**src/assert_macros.svh**
```systemverilog
// ============================================================================
// Assertion macros
// Shared concurrent assertion forms for the sorted key search block.
// ============================================================================
`ifndef ASSERT_MACROS_SVH
`define ASSERT_MACROS_SVH

`ifndef SYNTH

// Property that must hold at every clock edge outside reset.
`define ASSERT_PROP(lbl, clk, rstn, prop, msg) \
    lbl: assert property (@(posedge clk) disable iff (!rstn) (prop)) else $error(msg);

// Condition in one cycle that forces a consequence in the next cycle.
`define ASSERT_NEXT(lbl, clk, rstn, ante, cons, msg) \
    lbl: assert property (@(posedge clk) disable iff (!rstn) (ante) |=> (cons)) \
        else $error(msg);

`else

`define ASSERT_PROP(lbl, clk, rstn, prop, msg)
`define ASSERT_NEXT(lbl, clk, rstn, ante, cons, msg)

`endif

`endif

```
**src/tts_pkg.sv**
```systemverilog
// ============================================================================
// tts_pkg
// Types and constants shared by the two-table sorted key search block.
// ============================================================================
package tts_pkg;

    // Operation codes carried in the request.
    typedef enum logic [1:0] {
        FUNC_WR_MEMBER   = 2'd0,
        FUNC_WR_BONE     = 2'd1,
        FUNC_SRCH_MEMBER = 2'd2,
        FUNC_SRCH_BONE   = 2'd3
    } func_t;

    // Table select codes.
    localparam logic TBL_MEMBER = 1'b0;
    localparam logic TBL_BONE   = 1'b1;

    // Configuration port.
    localparam int CFG_IDX_W  = 1;
    localparam int CFG_DATA_W = 7;
    localparam logic [CFG_IDX_W-1:0] CFG_MEMBER_COUNT = 1'b0;
    localparam logic [CFG_IDX_W-1:0] CFG_BONE_COUNT   = 1'b1;

    localparam int MEMBER_CNT_W = 5;
    localparam int BONE_CNT_W   = 7;
    localparam int KEY_W        = 32;
    localparam int SLOT_W       = 6;
    localparam int HIT_IDX_W    = 6;

    typedef struct packed {
        func_t             func;
        logic [SLOT_W-1:0] slot;
        logic [KEY_W-1:0]  key;
        logic              search_other;
    } req_t;

    typedef struct packed {
        logic                 found;
        logic                 hit_table;
        logic [HIT_IDX_W-1:0] hit_index;
    } rsp_t;

    typedef enum logic [1:0] {
        ST_IDLE,
        ST_START,
        ST_PROBE,
        ST_FINISH
    } state_t;

    // Controller to datapath commands.
    typedef struct packed {
        logic write;    // store the request key in its table
        logic capture;  // latch a search request
        logic init;     // open a search window on the current table
        logic step;     // apply one probe comparison
        logic swap;     // move on to the other table
        logic load;     // move the search outcome into the response register
    } cmd_t;

    // Datapath to controller status.
    typedef struct packed {
        logic empty;      // current table has no valid entries
        logic hit;        // probed entry equals the key
        logic more;       // search window still open after this probe
        logic second_ok;  // the other table may still be searched
    } sts_t;

endpackage

```
**src/two_table_sorted_key_search_core.sv**
```systemverilog
// ============================================================================
// two_table_sorted_key_search_core
// Binary search over two software-loaded sorted key tables.
// ============================================================================
// The block holds a member table and a bone table of 32-bit keys, each loaded
// by write requests in ascending unsigned order, with the number of valid
// entries of each set through the configuration port. A write request produces
// no response. A search request binary-searches one table, and on a miss, if
// asked, the other one, then posts one response with found, the matching
// table and the position. The search probes one entry per clock through the
// registered read port of the table memory; a table of n valid entries needs
// at most floor(log2(n)) + 1 probes (5 for 16 entries, 7 for 64), and an
// empty table is skipped without a probe. One request is worked on at a time,
// but a new request is taken while the previous response still waits in the
// output register. Tables power up undefined and must be written before they
// are searched; counts reset to zero.
// ============================================================================
module two_table_sorted_key_search_core
    import tts_pkg::*;
#(
    parameter int MEMBER_DEPTH = 16,
    parameter int BONE_DEPTH   = 64
) (
    input  logic                  clk,
    input  logic                  rst_n,
    input  logic                  cfg_we,
    input  logic [CFG_IDX_W-1:0]  cfg_index,
    input  logic [CFG_DATA_W-1:0] cfg_data,
    input  logic                  req_valid,
    output logic                  req_ready,
    input  req_t                  req,
    output logic                  rsp_valid,
    input  logic                  rsp_ready,
    output rsp_t                  rsp
);

    // Commands from the sequencer and status back from the search datapath.
    cmd_t cmd;
    sts_t sts;

    // The sequencer owns the handshakes and steps the search one probe a cycle.
    tts_ctrl u_ctrl (
        .clk       (clk),
        .rst_n     (rst_n),
        .req_valid (req_valid),
        .req_ready (req_ready),
        .req_func  (req.func),
        .rsp_valid (rsp_valid),
        .rsp_ready (rsp_ready),
        .sts       (sts),
        .cmd       (cmd)
    );

    // The datapath holds the tables, the counts, the search window and the
    // response register.
    tts_dp #(
        .MEMBER_DEPTH (MEMBER_DEPTH),
        .BONE_DEPTH   (BONE_DEPTH)
    ) u_dp (
        .clk       (clk),
        .rst_n     (rst_n),
        .cfg_we    (cfg_we),
        .cfg_index (cfg_index),
        .cfg_data  (cfg_data),
        .req       (req),
        .cmd       (cmd),
        .sts       (sts),
        .rsp       (rsp)
    );

endmodule

```
**src/tts_ram.sv**
```systemverilog
// ============================================================================
// tts_ram
// Generic single-write, single-read RAM with registered read data.
// ============================================================================
module tts_ram #(
    parameter int WIDTH = 32,
    parameter int DEPTH = 16
) (
    input  logic                                      clk,
    input  logic                                      we,
    input  logic [((DEPTH > 1) ? $clog2(DEPTH) : 1)-1:0] waddr,
    input  logic [WIDTH-1:0]                          wdata,
    input  logic [((DEPTH > 1) ? $clog2(DEPTH) : 1)-1:0] raddr,
    output logic [WIDTH-1:0]                          rdata
);

    logic [WIDTH-1:0] mem [DEPTH];
    logic [WIDTH-1:0] rd_reg;

    always_ff @(posedge clk)
    begin
        if (we)
        begin
            mem[waddr] <= wdata;
        end
        rd_reg <= mem[raddr];
    end

    assign rdata = rd_reg;

endmodule

```
**src/tts_ctrl.sv**
```systemverilog
// ============================================================================
// tts_ctrl
// Sequencer for write and search requests of the sorted key search block.
// ============================================================================
`include "assert_macros.svh"

module tts_ctrl
    import tts_pkg::*;
(
    input  logic  clk,
    input  logic  rst_n,
    input  logic  req_valid,
    output logic  req_ready,
    input  func_t req_func,
    output logic  rsp_valid,
    input  logic  rsp_ready,
    input  sts_t  sts,
    output cmd_t  cmd
);

    state_t state_reg, state_next;
    logic   rsp_valid_reg, rsp_valid_next;
    logic   is_search;

    assign is_search = (req_func == FUNC_SRCH_MEMBER) || (req_func == FUNC_SRCH_BONE);

    always_ff @(posedge clk or negedge rst_n)
    begin
        if (!rst_n)
        begin
            state_reg     <= ST_IDLE;
            rsp_valid_reg <= 1'b0;
        end
        else
        begin
            state_reg     <= state_next;
            rsp_valid_reg <= rsp_valid_next;
        end
    end

    always_comb
    begin
        state_next = state_reg;
        cmd        = '0;
        req_ready  = 1'b0;
        case (state_reg)
            ST_IDLE:
            begin
                req_ready = 1'b1;
                if (req_valid)
                begin
                    if (is_search)
                    begin
                        cmd.capture = 1'b1;
                        state_next  = ST_START;
                    end
                    else
                    begin
                        cmd.write = 1'b1;
                    end
                end
            end
            ST_START:
            begin
                cmd.init = 1'b1;
                if (sts.empty)
                begin
                    if (sts.second_ok)
                    begin
                        cmd.swap = 1'b1;
                    end
                    else
                    begin
                        state_next = ST_FINISH;
                    end
                end
                else
                begin
                    state_next = ST_PROBE;
                end
            end
            ST_PROBE:
            begin
                cmd.step = 1'b1;
                if (sts.hit)
                begin
                    state_next = ST_FINISH;
                end
                else if (!sts.more)
                begin
                    if (sts.second_ok)
                    begin
                        cmd.swap   = 1'b1;
                        state_next = ST_START;
                    end
                    else
                    begin
                        state_next = ST_FINISH;
                    end
                end
            end
            ST_FINISH:
            begin
                if (!rsp_valid_reg || rsp_ready)
                begin
                    cmd.load   = 1'b1;
                    state_next = ST_IDLE;
                end
            end
            default:
            begin
                state_next = ST_IDLE;
            end
        endcase
    end

    always_comb
    begin
        if (cmd.load)
        begin
            rsp_valid_next = 1'b1;
        end
        else if (rsp_ready)
        begin
            rsp_valid_next = 1'b0;
        end
        else
        begin
            rsp_valid_next = rsp_valid_reg;
        end
    end

    assign rsp_valid = rsp_valid_reg;

    `ASSERT_NEXT(a_search_starts, clk, rst_n, req_valid && req_ready && is_search,
        state_reg == ST_START, "accepted search did not open a table search")
    `ASSERT_NEXT(a_result_delivered, clk, rst_n,
        (state_reg == ST_FINISH) && (!rsp_valid_reg || rsp_ready),
        rsp_valid_reg && (state_reg == ST_IDLE), "finished search did not post its response")
    `ASSERT_PROP(a_no_overwrite, clk, rst_n, !cmd.load || !rsp_valid_reg || rsp_ready,
        "pending response overwritten")

endmodule

```
**src/tts_dp.sv**
```systemverilog
// ============================================================================
// tts_dp
// Key tables, count registers and the binary search window of the block.
// ============================================================================
`include "assert_macros.svh"

module tts_dp
    import tts_pkg::*;
#(
    parameter int MEMBER_DEPTH = 16,
    parameter int BONE_DEPTH   = 64
) (
    input  logic                  clk,
    input  logic                  rst_n,
    input  logic                  cfg_we,
    input  logic [CFG_IDX_W-1:0]  cfg_index,
    input  logic [CFG_DATA_W-1:0] cfg_data,
    input  req_t                  req,
    input  cmd_t                  cmd,
    output sts_t                  sts,
    output rsp_t                  rsp
);

    localparam int MAW = (MEMBER_DEPTH > 1) ? $clog2(MEMBER_DEPTH) : 1;
    localparam int BAW = (BONE_DEPTH > 1) ? $clog2(BONE_DEPTH) : 1;
    localparam int MSW = $clog2(MEMBER_DEPTH + 1);
    localparam int BSW = $clog2(BONE_DEPTH + 1);
    localparam int TSW = (MSW > BSW) ? MSW : BSW;
    // Window width: holds either depth and either count register.
    localparam int SW  = (TSW > BONE_CNT_W) ? TSW : BONE_CNT_W;

    logic [MEMBER_CNT_W-1:0] member_count_reg;
    logic [BONE_CNT_W-1:0]   bone_count_reg;

    logic [KEY_W-1:0]     key_reg;
    logic                 cur_table_reg;
    logic                 other_reg;
    logic                 second_reg;
    logic [SW-1:0]        low_reg;
    logic [SW-1:0]        high_reg;
    logic [SW-1:0]        mid_reg;
    logic [SW-1:0]        mid_next;
    logic                 found_reg;
    logic                 hit_table_reg;
    logic [HIT_IDX_W-1:0] hit_index_reg;
    rsp_t                 rsp_reg;

    logic [SW-1:0]    m_cnt, b_cnt, m_bound, b_bound, bound;
    logic [KEY_W-1:0] m_rdata, b_rdata, entry;
    logic             key_lt, key_eq;
    logic [SW-1:0]    mid_inc, mid_lt, mid_gt;
    logic [SW:0]      sum_lt, sum_gt;
    logic             more_lt, more_gt;
    logic [SW-1:0]    step_low, step_high, step_mid;
    logic             m_we, b_we;

    always_ff @(posedge clk or negedge rst_n)
    begin
        if (!rst_n)
        begin
            member_count_reg <= '0;
            bone_count_reg   <= '0;
        end
        else if (cfg_we)
        begin
            case (cfg_index)
                CFG_MEMBER_COUNT: member_count_reg <= cfg_data[MEMBER_CNT_W-1:0];
                CFG_BONE_COUNT:   bone_count_reg   <= cfg_data[BONE_CNT_W-1:0];
                default:          ;
            endcase
        end
    end

    // A count above the table depth searches the whole table.
    assign m_cnt   = SW'(member_count_reg);
    assign b_cnt   = SW'(bone_count_reg);
    assign m_bound = (m_cnt > SW'(MEMBER_DEPTH)) ? SW'(MEMBER_DEPTH) : m_cnt;
    assign b_bound = (b_cnt > SW'(BONE_DEPTH)) ? SW'(BONE_DEPTH) : b_cnt;
    assign bound   = (cur_table_reg == TBL_BONE) ? b_bound : m_bound;

    assign entry  = (cur_table_reg == TBL_BONE) ? b_rdata : m_rdata;
    assign key_lt = key_reg < entry;
    assign key_eq = key_reg == entry;

    // Both possible next probes are formed ahead of the compare.
    assign mid_inc = mid_reg + SW'(1);
    assign sum_lt  = {1'b0, low_reg} + {1'b0, mid_reg};
    assign sum_gt  = {1'b0, mid_inc} + {1'b0, high_reg};
    assign mid_lt  = sum_lt[SW:1];
    assign mid_gt  = sum_gt[SW:1];
    assign more_lt = low_reg < mid_reg;
    assign more_gt = mid_inc < high_reg;

    assign step_low  = key_lt ? low_reg : mid_inc;
    assign step_high = key_lt ? mid_reg : high_reg;
    assign step_mid  = key_lt ? mid_lt  : mid_gt;

    always_comb
    begin
        if (cmd.init)
        begin
            mid_next = {1'b0, bound[SW-1:1]};
        end
        else if (cmd.step)
        begin
            mid_next = step_mid;
        end
        else
        begin
            mid_next = mid_reg;
        end
    end

    assign sts.empty     = (bound == '0);
    assign sts.hit       = key_eq;
    assign sts.more      = key_lt ? more_lt : more_gt;
    assign sts.second_ok = other_reg && !second_reg;

    always_ff @(posedge clk)
    begin
        mid_reg <= mid_next;
        if (cmd.capture)
        begin
            key_reg       <= req.key;
            cur_table_reg <= (req.func == FUNC_SRCH_BONE) ? TBL_BONE : TBL_MEMBER;
            other_reg     <= req.search_other;
            second_reg    <= 1'b0;
            found_reg     <= 1'b0;
            hit_table_reg <= TBL_MEMBER;
            hit_index_reg <= '0;
        end
        if (cmd.init)
        begin
            low_reg  <= '0;
            high_reg <= bound;
        end
        if (cmd.step)
        begin
            low_reg  <= step_low;
            high_reg <= step_high;
            if (key_eq)
            begin
                found_reg     <= 1'b1;
                hit_table_reg <= cur_table_reg;
                hit_index_reg <= mid_reg[HIT_IDX_W-1:0];
            end
        end
        if (cmd.swap)
        begin
            cur_table_reg <= !cur_table_reg;
            second_reg    <= 1'b1;
        end
        if (cmd.load)
        begin
            rsp_reg.found     <= found_reg;
            rsp_reg.hit_table <= hit_table_reg;
            rsp_reg.hit_index <= hit_index_reg;
        end
    end

    assign rsp = rsp_reg;

    // Writes beyond the table depth are dropped.
    assign m_we = cmd.write && (req.func == FUNC_WR_MEMBER) && (int'(req.slot) < MEMBER_DEPTH);
    assign b_we = cmd.write && (req.func == FUNC_WR_BONE) && (int'(req.slot) < BONE_DEPTH);

    tts_ram #(
        .WIDTH (KEY_W),
        .DEPTH (MEMBER_DEPTH)
    ) u_member_ram (
        .clk   (clk),
        .we    (m_we),
        .waddr (MAW'(req.slot)),
        .wdata (req.key),
        .raddr (mid_next[MAW-1:0]),
        .rdata (m_rdata)
    );

    tts_ram #(
        .WIDTH (KEY_W),
        .DEPTH (BONE_DEPTH)
    ) u_bone_ram (
        .clk   (clk),
        .we    (b_we),
        .waddr (BAW'(req.slot)),
        .wdata (req.key),
        .raddr (mid_next[BAW-1:0]),
        .rdata (b_rdata)
    );

    `ASSERT_PROP(a_probe_window_open, clk, rst_n, !cmd.step || (low_reg < high_reg),
        "probe issued on an empty search window")
    `ASSERT_PROP(a_probe_in_window, clk, rst_n,
        !cmd.step || ((mid_reg >= low_reg) && (mid_reg < high_reg)),
        "probe position outside the search window")

endmodule
```
**config.mk**
```make
export PLATFORM = sky130hd
export DESIGN_NAME = two_table_sorted_key_search_core
export DESIGN_NICKNAME = d
export VERILOG_FILES = /design/src/tts_pkg.sv /design/src/two_table_sorted_key_search_core.sv /design/src/tts_ram.sv /design/src/tts_ctrl.sv /design/src/tts_dp.sv
export VERILOG_INCLUDE_DIRS = /design/src /design/src/src
export SDC_FILE = /design/constraint.sdc
export NUM_CORES = 2
export LEC_CHECK = 0
export ABC_AREA = 1
export BUFFER_PORTS_ARGS = -buffer_cell sky130_fd_sc_hd__buf_2
export CORE_MARGIN = 2
export CORE_UTILIZATION = 40
export DETAILED_ROUTE_END_ITERATION = 10
export HOLD_SLACK_MARGIN = 0.02
export PLACE_DENSITY_LB_ADDON = 0.1
export SKIP_LAST_GASP = 1
export SLEW_MARGIN = 25
export SYNTH_ARGS = -nofsm -noshare
export SYNTH_HDL_FRONTEND = slang
export SYNTH_HIERARCHICAL = 1
export SYNTH_SLANG_ARGS = --single-unit
```
**constraint.sdc**
```tcl
create_clock -name clk -period 5.72 [get_ports clk]
set_input_delay 0.286 -clock clk [delete_from_list [all_inputs] [get_ports clk]]
set_output_delay 0.286 -clock clk [all_outputs]
set_load 0.005 [all_outputs]
```
==> flow_summary_export.csv <==
group,metric,value,unit
outcome,outcome,"completed",
yosys,yosysTopAreaCellShare,70.7,%
die,die_w,531,um
clock_tree,cts_buffer_depth,4,
clock_tree,cts_sinks,2711,
clock_tree,cts_inserted_buffers,311,
die,core_area,276000,sq um
setup_path,ff2ff_setup_slack,0.21,ns
timing,finalCritPeriodShare,96.2,%
placement,dp_slack,0.190,ns
timing,maxSlewViolCount,0,
yosys,synthCells,9502,
die,placementRows,193,
detailed_routing,drc,0,
timing,fin_ws,0.215,ns
placement,dp.cells,13000,
setup_path,setup.worst_path.class,"flip-flop to flip-flop",
detailed_routing,avgRoutedWirePerCell,26.1,um
layout,biggestRegsByFlops,"u_dp/u_bone_ram/mem: 2048 flops, u_dp/u_member_ram/mem: 512 flops",
detailed_routing,firstDrtPassIters,6,
setup_path,cp-start-kind,"flip-flop",
setup_path,arrival,6.40,ns
detailed_routing,num_vias,73800,
timing,grt_setup_unrepaired,"false",
job,max_cap_viol_count,0,
yosys,ys.warnings.count,6,
clock_tree,clock_latency,0.96,ns
layout,layout.cells.non_filler,13600,
layout,area_growth,14.7,%
die,dieArea,282000,sq um
detailed_routing,vias_per_cell,5.41,
setup_path,endpoint_kind,"flip-flop",
die,chipHeight,531,um
yosys,synth_edf_count,2616,
grt,antenna_found_initial,27,
die,start_util,40.2,%
worst_hold_path,min_path_type,"input pin to flip-flop",
setup_path,reg2reg_from,"u_dp/cur_table_reg",
yosys,ys_seq_elements,2711,
layout,nNetsFinal,9802,
clock_tree,clockRootBuffer,"clkbuf_16",
timing,finalSetupTns,0,ns
layout,largest_reg_flops,2048,
placement,port_buffers,63,
yosys,syn_area,111000,sq um
clock_tree,ctsHtreeMaxLevel,5,
grt,grt_usage,24.9,%
grt,grt_pass1_vias,70300,
detailed_routing,drt_iter0_markers,7572,
detailed_routing,ant_nets,0,
timing,hold_viol,0,
timing,slew_headroom,29.8,%
timing,min_period,5.51,ns
setup_path,cp.required,6.61,ns
clock_tree,clk_pin_slew_worst_paths,0.06,ns
clock_tree,tritoncts,"done",
timing,fin_worst_skew,0.0574,ns
die,io_pins,64,
grt,grt_max_degree,118,
layout,top_register,"u_dp/u_bone_ram/mem",
yosys,async_flop_share,0.553,%
yosys,synth_area_leaders,"edfxtp_1, nand3_1, nand2_1",
grt,grt_pass1_wl,506,mm
yosys,ys_seq_area_share,72.5,%
yosys,syn_avg_cell_area,11.7,sq um
detailed_routing,wl,355,mm
timing,timing.hold.ws,0.113,ns
timing,fmax,182,MHz
yosys,ys.flop_type,"edfxtp_1",
yosys,syn_nets,9620,
placement,gp_congestion,0.815,
yosys,yosys.area.top_type,"edfxtp_1",
layout,drive_gt1_share,9.43,%
setup_path,startpoint,"u_dp/cur_table_reg",
worst_hold_path,worstHoldStart,"req[1]",
yosys,synth_cell_types,52,
grt,grt_overflow,0,
timing,setup_viol,0,
timing,tightest_slew,1.05,ns
setup_path,crit_fanout,57,
placement,hpwl,198,mm
metal layers:
layer / track usage, % / up-vias / wire (um)
met4: 6.47 / 6 / 8730
met3: 3.86 / 448 / 25200
met5: 0 / - / 34
met2: 40.1 / 2671 / 166000
met1: 35.1 / 37200 / 156000
li1: - / 33500 / -
path summary, 6_finish.rpt:
check                                                  end  cells past startpoint
worst max-delay path              u_dp/u_bone_ram/rdata[2]                     27
worst min-delay path            u_dp/u_bone_ram/mem[23][0]                      2
worst max register to register    u_dp/u_bone_ram/rdata[2]                     27
worst min register to register                 u_dp/rsp[4]                      0
max in group asynchronous                    u_dp/b_cnt[2]                      3
min in group asynchronous         u_dp/member_count_reg[1]                      3
metrics by stage:
| stage | utilization (%) | area [sq um] |
|---|---|---|
| global placement | 42.4 | 117000 |
| floorplan | - | 111000 |
| detailed placement | 42.4 | 117000 |
| global route | 46.1 | 127000 |
| CTS | 46.1 | 127000 |
| finish | 46.1 | 127000 |
layout make-up:
class | instances | area [sq um]
Fill cell | 25100 | 149000
Sequential cell | 2711 | 80500
Multi-Input combinational cell | 5737 | 26300
Clock buffer | 416 | 8570
Tap cell | 3705 | 4640
Timing Repair Buffer | 436 | 4350
Inverter | 487 | 1910
Clock inverter | 124 | 1030
Antenna cell | 24 | 60.1
placed cells by master (no fill, tap or decap), types with 28 or more instances in the layout:
cell and instances:
edfxtp_1 2616, inv_1 470, dfxtp_1 79, buf_2 32, clkbuf_16 317, nand3_1 2328, buf_4 263, clkinv_2 56
dlygate4sd3_1 56, ha_1 62, buf_12 76, nor2_4 75, clkbuf_1 72, clkinv_1 41, mux2i_1 31, a21oi_1 28
nor2_1 36, nand2_1 3049
logic make-up after synthesis:
| kind of cell | after synthesis | synth area share (%) |
|---|---|---|
| simple gates | 5551 | 21.6 |
| flops | 2711 | 72.5 |
| buf+inv | 1054 | 4.37 |
| compound gates | 77 | 0.391 |
| fa+ha+maj | 64 | 0.734 |
| mux | 32 | 0.290 |
| xor+xnor | 13 | 0.103 |
critical path, cell delays in order, from the launching register on:
cell and delay (ns):
edfxtp_1 0.39, buf_12 0.27, mux2i_1 0.47, ha_1 0.33, a21oi_1 0.22, nand2_1 0.08, nand2_1 0.06, nand2_1 0.05
nand2_1 0.06, nand2_1 0.09, nand2_4 0.17, nand2_8 0.11, nand3_2 0.08, nand3_1 0.06, nand2_1 0.16, inv_8 0.12
inv_16 0.27, buf_12 0.31, buf_12 0.30, buf_12 0.30, nand2_1 0.10, nand3_1 0.08, nand3_1 0.07, nand3_1 0.24
nand3_1 0.33, nand2_1 0.23, nand2_1 0.07, nand2_1 0.11
synth_stat cells (3+ instances only):
library cell / instances
nor2_1: 109
buf_6: 32
o21ai_0: 20
nand3_1: 2328
nand4_1: 25
nand2_2: 6
buf_2: 331
ha_1: 62
nand2_4: 3
xor2_1: 12
a31oi_1: 3
o21ai_1: 13
clkbuf_1: 94
buf_4: 53
a21oi_1: 28
inv_2: 5
edfxtp_1: 2616
dfxtp_1: 80
nand3_2: 9
nand3b_1: 3
mux2i_1: 31
dfrtp_1: 15
nand2_1: 3049
nor4_1: 8
inv_1: 478
buf_1: 54
what timing repair did:
action | 4_1_cts | 5_1_grt
endpoints found under the setup margin | 0 | 3
hold buffers | 52 | 4
gates resized for setup | 0 | 1
buffers inserted | 0 | 0
endpoints found under the hold margin | 1048 | 241
Power is left out: the tool's default activity adds up to more than one toggle a clock period on the data nets, which glitch-free logic cannot reach.
